==> src/sv/led_fire_heat_simulation_top_macros.svh <==
`ifndef LED_FIRE_HEAT_SIMULATION_TOP_MACROS_SVH
`define LED_FIRE_HEAT_SIMULATION_TOP_MACROS_SVH

// Same-cycle implication, sampled on clk_i, off while in reset.
`define LFHS_ASSERT_IMP(lbl, ante, cons, msg) \
  lbl: assert property (@(posedge clk_i) disable iff (!rst_ni) (ante) |-> (cons)) \
    else $error(msg);

// Next-cycle implication.
`define LFHS_ASSERT_NXT(lbl, ante, cons, msg) \
  lbl: assert property (@(posedge clk_i) disable iff (!rst_ni) (ante) |=> (cons)) \
    else $error(msg);

`endif

==> src/sv/lfhs_pkg.sv <==
package lfhs_pkg;

  localparam int unsigned MAX_PIXELS  = 64;
  localparam int unsigned PIX_W       = $clog2(MAX_PIXELS);
  localparam int unsigned LEN_W       = PIX_W + 1;
  localparam int unsigned HEAT_W      = 8;
  localparam int unsigned WORD_W      = 32;
  localparam int unsigned BYTE_W      = 8;
  localparam int unsigned COLOR_W     = 8;

  localparam int unsigned PIX_FIELD_W = 6;
  localparam int unsigned OUT_PAY_W   = PIX_FIELD_W + 3 * COLOR_W;
  localparam int unsigned OUT_TDATA_W = ((OUT_PAY_W + 7) / 8) * 8;

  localparam int unsigned CFG_IDX_W   = 2;
  localparam int unsigned CFG_DATA_W  = 8;
  localparam int unsigned LEN_CFG_W   = 7;

  localparam int unsigned DVD_W       = 16;
  localparam int unsigned DVS_W       = 8;
  localparam int unsigned DCNT_W      = $clog2(DVD_W);

  localparam logic [7:0]           COOLING_RST = 8'd55;
  localparam logic [7:0]           SPARK_RST   = 8'd120;
  localparam logic [LEN_CFG_W-1:0] LENGTH_RST  = 7'd64;

  localparam int unsigned COOL_MULT   = 10;
  localparam int unsigned FACTOR_OFS  = 2;
  localparam int unsigned FACTOR_MAX  = 255;
  localparam int unsigned SPARK_BASE  = 160;
  localparam int unsigned SPARK_MOD   = 95;
  localparam int unsigned PAL_MULT    = 191;
  localparam int unsigned DIV3_MUL    = 683;
  localparam int unsigned DIV3_SH     = 11;

  typedef enum logic [CFG_IDX_W-1:0] {
    CFG_COOLING = 2'd0,
    CFG_SPARK   = 2'd1,
    CFG_BASE    = 2'd2,
    CFG_LENGTH  = 2'd3
  } cfg_idx_e;

  typedef struct packed {
    logic             start;
    logic [DVD_W-1:0] dividend;
    logic [DVS_W-1:0] divisor;
  } div_req_t;

  typedef struct packed {
    logic             busy;
    logic             done;
    logic [DVD_W-1:0] quot;
    logic [DVS_W-1:0] rem;
  } div_rsp_t;

  typedef struct packed {
    logic [COLOR_W-1:0] red;
    logic [COLOR_W-1:0] green;
    logic [COLOR_W-1:0] blue;
  } rgb_t;

  function automatic rgb_t heat_palette(input logic [HEAT_W-1:0] h);
    logic [15:0]        prod;
    logic [7:0]         t;
    logic [COLOR_W-1:0] ramp;
    rgb_t               c;
    prod = 16'(h) * 16'(PAL_MULT);
    t    = prod[15:8] + {7'd0, (h != '0)};
    ramp = {t[5:0], 2'b00};
    if (t[7]) begin
      c = '{red: 8'hFF, green: 8'hFF, blue: ramp};
    end else if (t[6]) begin
      c = '{red: 8'hFF, green: ramp, blue: 8'h00};
    end else begin
      c = '{red: ramp, green: 8'h00, blue: 8'h00};
    end
    return c;
  endfunction

  // floor(s / 3) for s below 768, by reciprocal multiply
  function automatic logic [HEAT_W-1:0] div3(input logic [HEAT_W+1:0] s);
    logic [20:0] p;
    p = 21'(s) * 21'(DIV3_MUL);
    return p[DIV3_SH+HEAT_W-1:DIV3_SH];
  endfunction

  function automatic logic [6:0] mod95(input logic [BYTE_W-1:0] b);
    logic [BYTE_W-1:0] r;
    if (b >= BYTE_W'(2 * SPARK_MOD)) begin
      r = b - BYTE_W'(2 * SPARK_MOD);
    end else if (b >= BYTE_W'(SPARK_MOD)) begin
      r = b - BYTE_W'(SPARK_MOD);
    end else begin
      r = b;
    end
    return r[6:0];
  endfunction

  function automatic logic [PIX_W-1:0] phys_cell(input logic [LEN_W-1:0] k,
                                                 input logic [LEN_W-1:0] n,
                                                 input logic             base);
    logic [LEN_W-1:0] m;
    m = n - k - LEN_W'(1);
    return base ? k[PIX_W-1:0] : m[PIX_W-1:0];
  endfunction

endpackage

==> src/sv/led_fire_heat_simulation_top.sv <==
// Fire effect for one LED strip, fed by a stream of 32-bit random words.
// Input stream (s_axis): one random word per transaction. While a frame is
// cooling, each word cools cells from the fire base, one cell per byte
// from the low end, until the bytes left are zero or every cell is cooled;
// such a word produces no output. The next word is the spark word: it
// diffuses heat away from the base, may ignite a spark, and emits every
// cell as a heat-palette color on m_axis, pixel 0 first, tlast on the last.
// Config port: index 0 cooling_rate, 1 spark_chance, 2 base_at_start,
// 3 strip_length; always ready, write only while the block is idle.
// Sequence: a cooling word first gets its cooling factor from the serial
// divider, then runs one divide per byte used. A spark word diffuses heat
// (one heat memory read per cycle), uses the divider again if a spark
// ignites, then emits one pixel per cycle on m_axis while the receiver
// is ready. One word is worked on at a time.
// Reset clears the heat store, the frame position and loads the register
// defaults. A stalled receiver holds the output register and stops the
// emission; the next input word is taken once the last pixel is loaded.
`include "led_fire_heat_simulation_top_macros.svh"

module led_fire_heat_simulation_top (
  input  logic                               clk_i,
  input  logic                               rst_ni,
  input  logic                               s_axis_tvalid_i,
  output logic                               s_axis_tready_o,
  input  logic [lfhs_pkg::WORD_W-1:0]        s_axis_tdata_i,   // random_word
  output logic                               m_axis_tvalid_o,
  input  logic                               m_axis_tready_i,
  // pixel_index, red, green, blue
  output logic [lfhs_pkg::OUT_TDATA_W-1:0]   m_axis_tdata_o,
  output logic                               m_axis_tlast_o,   // last_pixel
  input  logic                               cfg_valid_i,
  output logic                               cfg_ready_o,
  input  logic [lfhs_pkg::CFG_IDX_W-1:0]     cfg_index_i,
  input  logic [lfhs_pkg::CFG_DATA_W-1:0]    cfg_data_i
);

  typedef enum logic [8:0] {
    ST_IDLE     = 9'b000000001,
    ST_FACT     = 9'b000000010,
    ST_CL_START = 9'b000000100,
    ST_CL_DIV   = 9'b000001000,
    ST_DIFF     = 9'b000010000,
    ST_SP_DIV   = 9'b000100000,
    ST_SP_WR    = 9'b001000000,
    ST_EM_RD    = 9'b010000000,
    ST_EM_OUT   = 9'b100000000
  } state_e;

  state_e state_q, state_d;

  logic [7:0]                       cooling_q, spark_q;
  logic                             base_q;
  logic [lfhs_pkg::LEN_CFG_W-1:0]   length_q;
  logic                             cfg_fire;

  logic [lfhs_pkg::LEN_W-1:0]       n_live;
  logic [lfhs_pkg::LEN_W-1:0]       n_q, n_d;
  logic [lfhs_pkg::LEN_W-1:0]       cool_pos_q, cool_pos_d;
  logic [lfhs_pkg::WORD_W-1:0]      residue_q, residue_d;
  logic [7:0]                       factor_q, factor_d;
  logic [lfhs_pkg::LEN_W-1:0]       k_q, k_d;
  logic [lfhs_pkg::HEAT_W-1:0]      h1_q, h1_d, h2_q, h2_d;
  logic [lfhs_pkg::PIX_W-1:0]       sp_addr_q, sp_addr_d;
  logic [lfhs_pkg::PIX_W-1:0]       emit_q, emit_d;

  logic                             ram_we, ram_re;
  logic [lfhs_pkg::PIX_W-1:0]       ram_waddr, ram_raddr;
  logic [lfhs_pkg::HEAT_W-1:0]      ram_wdata, ram_rdata, heat_rd;
  logic [lfhs_pkg::MAX_PIXELS-1:0]  valid_q;
  logic                             rd_valid_q;

  lfhs_pkg::div_req_t               div_req;
  lfhs_pkg::div_rsp_t               div_rsp;

  logic                             s_fire;
  logic                             out_load, out_last_d, emit_last;
  logic                             out_valid_q;
  logic [lfhs_pkg::PIX_FIELD_W-1:0] out_pix_q;
  lfhs_pkg::rgb_t                   out_rgb_q;
  logic                             out_last_q;
  logic [8:0]                       spark_sum;
  logic [7:0]                       spark_add;

  // ---------------------------------------------------------------- config
  assign cfg_ready_o = 1'b1;
  assign cfg_fire    = cfg_valid_i && cfg_ready_o;

  always_ff @(posedge clk_i or negedge rst_ni) begin
    if (!rst_ni) begin
      cooling_q <= lfhs_pkg::COOLING_RST;
      spark_q   <= lfhs_pkg::SPARK_RST;
      base_q    <= 1'b1;
      length_q  <= lfhs_pkg::LENGTH_RST;
    end else if (cfg_fire) begin
      unique case (lfhs_pkg::cfg_idx_e'(cfg_index_i))
        lfhs_pkg::CFG_COOLING: cooling_q <= cfg_data_i;
        lfhs_pkg::CFG_SPARK:   spark_q   <= cfg_data_i;
        lfhs_pkg::CFG_BASE:    base_q    <= cfg_data_i[0];
        lfhs_pkg::CFG_LENGTH:  length_q  <= cfg_data_i[lfhs_pkg::LEN_CFG_W-1:0];
        default: ;
      endcase
    end
  end

  always_comb begin
    if (length_q == '0) begin
      n_live = lfhs_pkg::LEN_W'(1);
    end else if (length_q > lfhs_pkg::LEN_CFG_W'(lfhs_pkg::MAX_PIXELS)) begin
      n_live = lfhs_pkg::LEN_W'(lfhs_pkg::MAX_PIXELS);
    end else begin
      n_live = lfhs_pkg::LEN_W'(length_q);
    end
  end

  // ------------------------------------------------------------- heat store
  lfhs_ram #(
    .WIDTH (lfhs_pkg::HEAT_W),
    .DEPTH (lfhs_pkg::MAX_PIXELS)
  ) u_heat_ram (
    .clk_i   (clk_i),
    .we_i    (ram_we),
    .waddr_i (ram_waddr),
    .wdata_i (ram_wdata),
    .re_i    (ram_re),
    .raddr_i (ram_raddr),
    .rdata_o (ram_rdata)
  );

  // cells never written since reset read as zero
  always_ff @(posedge clk_i or negedge rst_ni) begin
    if (!rst_ni) begin
      valid_q    <= '0;
      rd_valid_q <= 1'b0;
    end else begin
      if (ram_we) begin
        valid_q[ram_waddr] <= 1'b1;
      end
      if (ram_re) begin
        rd_valid_q <= valid_q[ram_raddr];
      end
    end
  end

  assign heat_rd = rd_valid_q ? ram_rdata : '0;

  lfhs_div u_div (
    .clk_i  (clk_i),
    .rst_ni (rst_ni),
    .req_i  (div_req),
    .rsp_o  (div_rsp)
  );

  // ------------------------------------------------------------ sequencer
  assign s_axis_tready_o = (state_q == ST_IDLE);
  assign s_fire          = s_axis_tvalid_i && s_axis_tready_o;
  assign emit_last       = (lfhs_pkg::LEN_W'(emit_q) == n_q - lfhs_pkg::LEN_W'(1));

  assign spark_add = 8'(lfhs_pkg::SPARK_BASE) + {1'b0, lfhs_pkg::mod95(residue_q[31:24])};
  assign spark_sum = {1'b0, heat_rd} + {1'b0, spark_add};

  always_comb begin
    state_d    = state_q;
    n_d        = n_q;
    cool_pos_d = cool_pos_q;
    residue_d  = residue_q;
    factor_d   = factor_q;
    k_d        = k_q;
    h1_d       = h1_q;
    h2_d       = h2_q;
    sp_addr_d  = sp_addr_q;
    emit_d     = emit_q;
    ram_we     = 1'b0;
    ram_waddr  = '0;
    ram_wdata  = '0;
    ram_re     = 1'b0;
    ram_raddr  = '0;
    div_req    = '0;
    out_load   = 1'b0;
    out_last_d = 1'b0;

    unique case (state_q)
      ST_IDLE: begin
        if (s_fire) begin
          residue_d = s_axis_tdata_i;
          n_d       = n_live;
          if (cool_pos_q < n_live) begin
            div_req.start    = 1'b1;
            div_req.dividend = 16'(cooling_q) * 16'(lfhs_pkg::COOL_MULT);
            div_req.divisor  = lfhs_pkg::DVS_W'(n_live);
            state_d          = ST_FACT;
          end else begin
            k_d     = '0;
            state_d = ST_DIFF;
          end
        end
      end

      ST_FACT: begin
        if (div_rsp.done) begin
          if (div_rsp.quot >= lfhs_pkg::DVD_W'(lfhs_pkg::FACTOR_MAX - lfhs_pkg::FACTOR_OFS))
          begin
            factor_d = 8'(lfhs_pkg::FACTOR_MAX);
          end else begin
            factor_d = div_rsp.quot[7:0] + 8'(lfhs_pkg::FACTOR_OFS);
          end
          state_d = ST_CL_START;
        end
      end

      ST_CL_START: begin
        div_req.start    = 1'b1;
        div_req.dividend = lfhs_pkg::DVD_W'(residue_q[7:0]);
        div_req.divisor  = factor_q;
        ram_re           = 1'b1;
        ram_raddr        = lfhs_pkg::phys_cell(cool_pos_q, n_q, base_q);
        state_d          = ST_CL_DIV;
      end

      ST_CL_DIV: begin
        if (div_rsp.done) begin
          ram_we     = 1'b1;
          ram_waddr  = lfhs_pkg::phys_cell(cool_pos_q, n_q, base_q);
          ram_wdata  = (heat_rd > div_rsp.rem) ? heat_rd - div_rsp.rem : '0;
          residue_d  = residue_q >> 8;
          cool_pos_d = cool_pos_q + lfhs_pkg::LEN_W'(1);
          if ((residue_q[31:8] != '0) && (cool_pos_d < n_q)) begin
            state_d = ST_CL_START;
          end else begin
            state_d = ST_IDLE;
          end
        end
      end

      // old cells read upward from the base; each write lands on the cell
      // whose old value has just been read
      ST_DIFF: begin
        if (k_q < n_q) begin
          ram_re    = 1'b1;
          ram_raddr = lfhs_pkg::phys_cell(k_q, n_q, base_q);
        end
        if (k_q != '0) begin
          h1_d = heat_rd;
          h2_d = h1_q;
          if (k_q >= lfhs_pkg::LEN_W'(3)) begin
            ram_we    = 1'b1;
            ram_waddr = lfhs_pkg::phys_cell(k_q - lfhs_pkg::LEN_W'(1), n_q, base_q);
            ram_wdata = lfhs_pkg::div3({2'b00, h1_q} + {1'b0, h2_q, 1'b0});
          end
        end
        k_d = k_q + lfhs_pkg::LEN_W'(1);
        if (k_q == n_q) begin
          emit_d = '0;
          if (residue_q[7:0] < spark_q) begin
            div_req.start    = 1'b1;
            div_req.dividend = residue_q[23:8];
            div_req.divisor  = lfhs_pkg::DVS_W'(n_q);
            state_d          = ST_SP_DIV;
          end else begin
            state_d = ST_EM_RD;
          end
        end
      end

      ST_SP_DIV: begin
        if (div_rsp.done) begin
          sp_addr_d = lfhs_pkg::phys_cell(div_rsp.rem[lfhs_pkg::LEN_W-1:0], n_q, base_q);
          ram_re    = 1'b1;
          ram_raddr = sp_addr_d;
          state_d   = ST_SP_WR;
        end
      end

      ST_SP_WR: begin
        ram_we    = 1'b1;
        ram_waddr = sp_addr_q;
        ram_wdata = spark_sum[8] ? 8'hFF : spark_sum[7:0];
        emit_d    = '0;
        state_d   = ST_EM_RD;
      end

      ST_EM_RD: begin
        ram_re    = 1'b1;
        ram_raddr = emit_q;
        state_d   = ST_EM_OUT;
      end

      ST_EM_OUT: begin
        if (!out_valid_q || m_axis_tready_i) begin
          out_load   = 1'b1;
          out_last_d = emit_last;
          if (emit_last) begin
            cool_pos_d = '0;
            state_d    = ST_IDLE;
          end else begin
            emit_d    = emit_q + lfhs_pkg::PIX_W'(1);
            ram_re    = 1'b1;
            ram_raddr = emit_d;
          end
        end
      end

      default: state_d = ST_IDLE;
    endcase
  end

  always_ff @(posedge clk_i or negedge rst_ni) begin
    if (!rst_ni) begin
      state_q     <= ST_IDLE;
      cool_pos_q  <= '0;
      out_valid_q <= 1'b0;
    end else begin
      state_q     <= state_d;
      cool_pos_q  <= cool_pos_d;
      if (out_load) begin
        out_valid_q <= 1'b1;
      end else if (m_axis_tready_i) begin
        out_valid_q <= 1'b0;
      end
    end
  end

  always_ff @(posedge clk_i) begin
    n_q       <= n_d;
    residue_q <= residue_d;
    factor_q  <= factor_d;
    k_q       <= k_d;
    h1_q      <= h1_d;
    h2_q      <= h2_d;
    sp_addr_q <= sp_addr_d;
    emit_q    <= emit_d;
    if (out_load) begin
      out_pix_q  <= lfhs_pkg::PIX_FIELD_W'(emit_q);
      out_rgb_q  <= lfhs_pkg::heat_palette(heat_rd);
      out_last_q <= out_last_d;
    end
  end

  assign m_axis_tvalid_o = out_valid_q;
  assign m_axis_tdata_o  = lfhs_pkg::OUT_TDATA_W'({out_rgb_q.blue, out_rgb_q.green,
                                                   out_rgb_q.red, out_pix_q});
  assign m_axis_tlast_o  = out_last_q;

  // ------------------------------------------------------------ assertions
  `LFHS_ASSERT_IMP(a_rw_disjoint, ram_we && ram_re, ram_waddr != ram_raddr,
                   "heat store read and write hit the same cell")
  `LFHS_ASSERT_IMP(a_div_free_idle, s_axis_tready_o, !div_rsp.busy,
                   "divider busy while taking a new word")
  `LFHS_ASSERT_IMP(a_div_done_wait, div_rsp.done,
                   (state_q == ST_FACT) || (state_q == ST_CL_DIV) || (state_q == ST_SP_DIV),
                   "divider result arrived outside a wait state")
  `LFHS_ASSERT_IMP(a_emit_range, state_q == ST_EM_OUT, lfhs_pkg::LEN_W'(emit_q) < n_q,
                   "emission index beyond strip length")
  `LFHS_ASSERT_NXT(a_last_to_idle, out_load && out_last_d,
                   (state_q == ST_IDLE) && (cool_pos_q == '0),
                   "frame end did not return to idle")

endmodule

==> src/sv/lfhs_ram.sv <==
module lfhs_ram #(
  parameter int unsigned WIDTH = 8,
  parameter int unsigned DEPTH = 64
) (
  input  logic                     clk_i,
  input  logic                     we_i,
  input  logic [$clog2(DEPTH)-1:0] waddr_i,
  input  logic [WIDTH-1:0]         wdata_i,
  input  logic                     re_i,
  input  logic [$clog2(DEPTH)-1:0] raddr_i,
  output logic [WIDTH-1:0]         rdata_o
);

  logic [WIDTH-1:0] mem_q [DEPTH];
  logic [WIDTH-1:0] rdata_q;

  always_ff @(posedge clk_i) begin
    if (we_i) begin
      mem_q[waddr_i] <= wdata_i;
    end
    if (re_i) begin
      rdata_q <= mem_q[raddr_i];
    end
  end

  assign rdata_o = rdata_q;

endmodule

==> src/sv/lfhs_div.sv <==
module lfhs_div (
  input  logic                clk_i,
  input  logic                rst_ni,
  input  lfhs_pkg::div_req_t  req_i,
  output lfhs_pkg::div_rsp_t  rsp_o
);

  logic                         busy_q, busy_d;
  logic                         done_q, done_d;
  logic [lfhs_pkg::DCNT_W-1:0]  cnt_q, cnt_d;
  logic [lfhs_pkg::DVD_W-1:0]   dvd_q, dvd_d;
  logic [lfhs_pkg::DVS_W-1:0]   dvs_q, dvs_d;
  logic [lfhs_pkg::DVS_W-1:0]   rem_q, rem_d;
  logic [lfhs_pkg::DVS_W:0]     trial;
  logic                         qbit;

  // one quotient bit per cycle, quotient shifts in behind the dividend
  always_comb begin
    busy_d = busy_q;
    done_d = 1'b0;
    cnt_d  = cnt_q;
    dvd_d  = dvd_q;
    dvs_d  = dvs_q;
    rem_d  = rem_q;
    trial  = {rem_q, dvd_q[lfhs_pkg::DVD_W-1]};
    qbit   = (trial >= {1'b0, dvs_q});
    if (req_i.start && !busy_q) begin
      busy_d = 1'b1;
      cnt_d  = '0;
      dvd_d  = req_i.dividend;
      dvs_d  = req_i.divisor;
      rem_d  = '0;
    end else if (busy_q) begin
      rem_d = qbit ? lfhs_pkg::DVS_W'(trial - {1'b0, dvs_q})
                   : lfhs_pkg::DVS_W'(trial);
      dvd_d = {dvd_q[lfhs_pkg::DVD_W-2:0], qbit};
      cnt_d = cnt_q + lfhs_pkg::DCNT_W'(1);
      if (cnt_q == lfhs_pkg::DCNT_W'(lfhs_pkg::DVD_W - 1)) begin
        busy_d = 1'b0;
        done_d = 1'b1;
      end
    end
  end

  always_ff @(posedge clk_i or negedge rst_ni) begin
    if (!rst_ni) begin
      busy_q <= 1'b0;
      done_q <= 1'b0;
      cnt_q  <= '0;
    end else begin
      busy_q <= busy_d;
      done_q <= done_d;
      cnt_q  <= cnt_d;
    end
  end

  always_ff @(posedge clk_i) begin
    dvd_q <= dvd_d;
    dvs_q <= dvs_d;
    rem_q <= rem_d;
  end

  assign rsp_o.busy = busy_q;
  assign rsp_o.done = done_q;
  assign rsp_o.quot = dvd_q;
  assign rsp_o.rem  = rem_q;

endmodule
==> config.mk <==
export PLATFORM = sky130hd
export DESIGN_NAME = led_fire_heat_simulation_top
export DESIGN_NICKNAME = d
export VERILOG_FILES = /design/src/sv/lfhs_pkg.sv /design/src/sv/led_fire_heat_simulation_top.sv /design/src/sv/lfhs_ram.sv /design/src/sv/lfhs_div.sv
export VERILOG_INCLUDE_DIRS = /design/src /design/src/sv
export SDC_FILE = /design/constraint.sdc
export NUM_CORES = 2
export LEC_CHECK = 0
export ABC_AREA = 1
export BUFFER_PORTS_ARGS = -buffer_cell sky130_fd_sc_hd__buf_2
export CORE_UTILIZATION = 40
export CTS_CLUSTER_SIZE = 20
export DETAILED_ROUTE_END_ITERATION = 6
export PLACE_DENSITY = 0.59
export SLEW_MARGIN = 25
export SYNTH_ARGS = -nofsm -noshare
export SYNTH_HDL_FRONTEND = slang
export SYNTH_SLANG_ARGS = --single-unit
==> constraint.sdc <==
create_clock -name clk_i -period 10.9 [get_ports clk_i]
set_input_delay 2.18 -clock clk_i [delete_from_list [all_inputs] [get_ports clk_i]]
set_output_delay 2.18 -clock clk_i [all_outputs]
set_load 0.01 [all_outputs]
==> After elaboration in Yosys (flattened, before gate mapping) <==
Memories as Yosys holds them, arrays and structs flattened. A register that Yosys moved wholly into a read port is not among the register bits.
Index checks and enable logic that the tools add are counted.
{ "totals": {"register_bits": 257, "ramBits": 512, "inputBits": 47, "output_inout_bits": 36, "elab_cells": 215, "mem_count": 1} }
{ "mem_list": {"columns": ["name", "depth", "word_bits", "read_ports", "rd_clocked_by_memory_dff", "write_ports", "line_no", "text"], "rows": [
  ["u_heat_ram.mem_q", 64, 8, 1, 1, 1, "lfhs_ram.sv:14", "logic [WIDTH-1:0] mem_q [DEPTH];"]
]} }
{ "op_classes": {"add_sub_neg": 23, "n_mul": 3, "order_cmp": 14, "n_eq_ne": 24, "n_mux": 85, "bitwise_logic": 1, "n_reduce_logical": 34} }
{ "op_table": {"columns": ["cell", "n"], "rows": [
  ["$mux 25", 4],
  ["$mux 6", 14],
  ["$pmux 9 s9", 1],
  ["$pmux 25 s3", 1],
  ["$mux 8", 9],
  ["$mux 32", 2],
  ["$or 64x64->64", 1],
  ["$pmux 32 s2", 1],
  ["$mux 7", 9],
  ["$mux 9", 7],
  ["$pmux 6 s3", 2],
  ["$mux 16", 2],
  ["$pmux 6 s5", 1],
  ["$sub 6x1->6 const B", 5],
  ["$pmux 7 s2", 2],
  ["$pmux 8 s3", 1],
  ["$reduce_bool 24->1", 1],
  ["$sub 6x6->6", 4],
  ["$lt 7x7->1", 3],
  ["$mux 1", 20],
  ["$mul 10x10->19 const B", 1],
  ["$mux 18", 1],
  ["$reduce_and 2->1", 9],
  ["$ge 16x8->1 const B", 1],
  ["other kinds (59)", 82]
]} }

==> Depth between registers and ports, before layout <==
{ "logic_depth": {"depth_word": 12, "depth_mapped": 29, "depth_no_buf": 28} }

==> Cells and area by module <==
A second synthesis with hierarchy kept.
{ "unflattened": {"cells_unflattened": 4140, "area_unflattened_um2": 40862.9} }
{ "modules_own_cells": {"columns": ["module", "n_inst", "cells_each", "area_each_um2", "seq_area_each_um2"], "rows": [
  ["lfhs_ram", 1, 1806, 21425.5, 15615.0],
  ["led_fire_heat_simulation_top", 1, 2103, 17307.8, 5940.7],
  ["lfhs_div", 1, 231, 2129.5, 1031.0]
]} }

==> Worst setup path before layout <==
No wires, ideal clock.
{ "synth_timing": {"path_type": "reg2reg", "start": "register h1_q[4] (netlist name)", "end": "memory u_heat_ram.mem_q[0][4] (data pin)", "setup_time_ps": 702, "arrival_ps": 7335, "required_ps": 10198, "slack_ps": 2863, "stages_incl_launch_ff": 24, "n_path_buf": 0, "synth_period_minus_slack_ps": 8037, "path_cell_list": "edfxtp_1 > ha_1 > a21oi_1 > o21ai_0 > a21oi_1 > nor2_1 > nor2_1 > nor2_1 > o21ai_0 > inv_1 > ha_1 > ha_1 > inv_1 > fa_1 > fa_1 > inv_1 > ha_1 > ha_1 > nand2_1 > o21ai_0 > nand2_1 > nand2_1 > nor2_1 > o21ai_0"} }
{ "synth_via": {"elab_chain_len": 5} }
{ "synth_lines": {"columns": ["item", "line_no", "text"], "rows": [
  ["from (decl)", "led_fire_heat_simulation_top.sv:62", "logic [lfhs_pkg::HEAT_W-1:0] h1_q, h1_d, h2_q, h2_d;"],
  ["from (signal assigned)", "led_fire_heat_simulation_top.sv:327", "h1_q <= h1_d;"],
  ["$add 8x9->10", "led_fire_heat_simulation_top.sv:247", "ram_wdata = lfhs_pkg::div3({2'b00, h1_q} + {1'b0, h2_q, 1'b0});"],
  ["$mul 10x10->19", "lfhs_pkg.sv:83", "p = 21'(s) * 21'(DIV3_MUL);"],
  ["$mux 8", "led_fire_heat_simulation_top.sv:244", "if (k_q >= lfhs_pkg::LEN_W'(3)) begin"],
  ["$mux 8", "led_fire_heat_simulation_top.sv:241", "if (k_q != '0) begin"],
  ["$pmux 8 s3", "led_fire_heat_simulation_top.sv:181", "unique case (state_q)"],
  ["named net ram_wdata (one bit)", "led_fire_heat_simulation_top.sv:68", "logic [lfhs_pkg::HEAT_W-1:0] ram_wdata, ram_rdata, heat_rd;"],
  ["to (decl)", "lfhs_ram.sv:14", null]
]} }
The timed path passes the listed nets, and every way through them passes these cells.

==> Final worst setup path <==
{ "layout_timing": {"start": "register h1_q[4] (netlist name)", "end": "memory u_heat_ram.mem_q[46][7] (data pin)"} }
Same word-level chain as after synthesis.

==> impl_metrics.yaml <==
yosys:
  async_reset_ff_share_pct: 14.49
  synth.distinct_cells: 68
  ys_seq_area_share_pct: 56.61
  syn_area_um2: 39900
  yosysWarningCount: 0
  synthCells: 3808
  synth_edf_count: 653
  syn_area_per_cell_um2: 10.48
  synth_flop_cell: "edfxtp_1"
  synth_seq_cells: 773
detailed_routing:
  drc_errors: 0
  via_count: 27930
  avgRoutedWirePerCell_um: 20.46
  via_per_inst: 5.365
  dr.pass1.iters: 6
  wl_mm: 106.5
  drt_iter0_markers: 2418
  ant_nets: 0
timing:
  rsz0062_at_grt: "no"
  fin_ws_ps: 3962
  drv_slew: 0
  relSlewSlack_pct: 28.51
  fin_crit_sh_pct: 63.65
  worst_clock_skew_ps: 40.07
  fmax_mhz: 144.1
  min_period_ps: 6938
  hold_violations: 0
  worst_pin_slew_ps: 1068
  setup_viol: 0
  setup_tns_ps: 0
die:
  io_pins: 83
  num_rows: 115
  coreArea_um2: 98560
  chipWidth_um: 317.8
  start_util_pct: 40.48
  die_h_um: 317.8
  dieArea_um2: 101000
placement:
  place_area_um2: 41480
  hpwl_mm: 68.17
  port_buffers: 77
  routabilityCongestion: 0.8456
  dp_slack_ps: 3779
cells_and_area:
  fin_util_pct: 45.01
  stdcell_area_um2: 44360
  nets: 4155
  drive_gt1_share_pct: 10.21
  fillers: 9146
  area_delta_synth_final_pct: 11.19
worst_setup_path:
  slowest_delay_ps: 700
  crit_fanout: 64
  worstReg2RegStart: "h1_q[4]$_DFFE_PP_"
  endpoint_kind: "flip-flop"
  reg2reg_slack_ps: 3960
  path_class: "flip-flop to flip-flop"
  ff2ff_path_depth: 26
  start_kind: "flip-flop"
  cp.buffers_inverters: 4
  cpLargestDelayFamily: "adder cells"
  required_ps: 11260
  critPathArrivalTime_ps: 7300
  r2r-end: "u_heat_ram.mem_q[46][7]$_DFFE_PP_"
  cpMaxStageDelayCell: "o21ai_0"
clocking:
  hold_buffers: 0
  cts_setup_buffers: 0
  cts_tree: "done"
  cts_buffers: 86
  clock_latency_ps: 660
  clkTransAtPathRegs_ps: 70
  cts.sinks: 773
  clockRootBuffer: "clkbuf_16"
  cts_resized: 0
  clockBufferDepth: 3
  cts_max_level: 3
grt:
  grt_max_degree: 109
  grt_pass1_wl_mm: 165.1
  track_usage_pct: 21.03
  grt_pass1_vias: 27490
  antenna_found_initial: 1
  overflow: 0
job:
  drv_cap: 0
worst_hold_path:
  min_to: "valid_q[5]$_DFFE_PN0P_"
  hold_depth: 2
  hp-start: "valid_q[5]$_DFFE_PN0P_"
  hold_class: "flip-flop to flip-flop"
run_status:
  status: "finished clean"
## layer usage
metal  up-vias  global-route usage (%)  wire, um
met4         0                   5.912      2600
met3       171                   2.872      6170
met2       840                   33.31     48810
met1     13650                   30.13     48920
li1      13270                       -         -
met5         -                       0         0
## cells by family after synthesis
family | Yosys count | share of synthesized area (%)
xor+xnor | 73 | 1.603
fa+ha+maj | 260 | 9.245
buf+inv | 575 | 5.905
flops | 773 | 56.61
compound gates | 615 | 9.299
other cells | 2 | 0.01882
simple gates | 1510 | 17.32
## registers in the layout, indices dropped and copies added (netlist names), 7 cells and up
signal	cells
u_heat_ram.mem_q	512
valid_q	64
residue_q	32
m_axis_tdata_o	20
u_div.dvd_q	16
state_q	9
cooling_q	8
factor_q	8
h1_q	8
h2_q	8
spark_q	8
u_div.dvs_q	8
u_div.rem_q	8
u_heat_ram.rdata_o	8
cool_pos_q	7
k_q	7
length_q	7
n_q	7
## synthesized netlist by cell type, drive strengths merged (41+ instances only)
master,instances,share of area [%]
o211ai,177,3.3
edfxtp,653,49
buf,107,1.5
inv,403,3.8
nor2,285,2.9
ha,202,6.3
nand2,635,6.1
dfrtp,100,6.3
or2,169,2.6
clkbuf,61,0.58
o21ai,267,3.4
fa,58,2.9
nand3,357,4.6
a21oi,114,1.4
xor2,41,0.90
## worst min-delay path: stages, from the launching register on
cell and delay, ps:
dfrtp_1 320, inv_1 40, o21ai_0 60
## stage by stage
stage / hold WS, ps / std cells
after global placement: 437.1 / 5045
final: 458.0 / 5206
after floorplan: 427.4 / 3811
after global routing: 469.0 / 5205
after CTS: 457.7 / 5203
after detailed placement: 445.2 / 5045
## worst max-delay path by stage
stage | start | end | slack (ps) | depth (start not counted)
2_1_floorplan | h1_q[4]$_DFFE_PP_ | u_heat_ram.mem_q[0][4]$_DFFE_PP_ | 2860 | 23
3_3_place_gp | m_axis_tready_i | u_heat_ram.rdata_o[0]$_DFFE_PP_ | 3780 | 16
3_5_place_dp | m_axis_tready_i | u_heat_ram.rdata_o[0]$_DFFE_PP_ | 3780 | 16
4_1_cts | h1_q[4]$_DFFE_PP_ | u_heat_ram.mem_q[52][7]$_DFFE_PP_ | 3930 | 26
5_1_grt | h1_q[4]$_DFFE_PP_ | u_heat_ram.mem_q[52][7]$_DFFE_PP_ | 3320 | 26
6_report | h1_q[4]$_DFFE_PP_ | u_heat_ram.mem_q[46][7]$_DFFE_PP_ | 3960 | 26
## cells in the final DEF (no fill, tap or decap), drive strengths merged, types with 8 or more instances in the layout
master,n
fa,58
clkinv,41
xor2,41
inv,405
o22ai,10
o21ai,267
nand3,357
o221ai,13
dfxtp,8
nor4,11
nor2,285
or2,169
dfrtp,100
nand2,635
clkbuf,111
nor3,16
dfstp,12
ha,202
a21oi,114
o211ai,177
xnor2,32
edfxtp,653
buf,117
nand4,27
## final cells by class
class / instances / area [um^2] / area share (%)
sequential: 773 / 22590 / 50.92
timing repair buffer: 117 / 715.7 / 1.613
antenna: 1 / 2.502 / 0.005641
multi-input combinational: 2463 / 15090 / 34.01
clock buffer: 111 / 2396 / 5.401
tap: 1287 / 1610 / 3.630
inverter: 407 / 1539 / 3.469
clock inverter: 47 / 421.7 / 0.9505
Power is not shown: default switching activity piles up to over one toggle a cycle in this logic, so the estimate is an artifact.
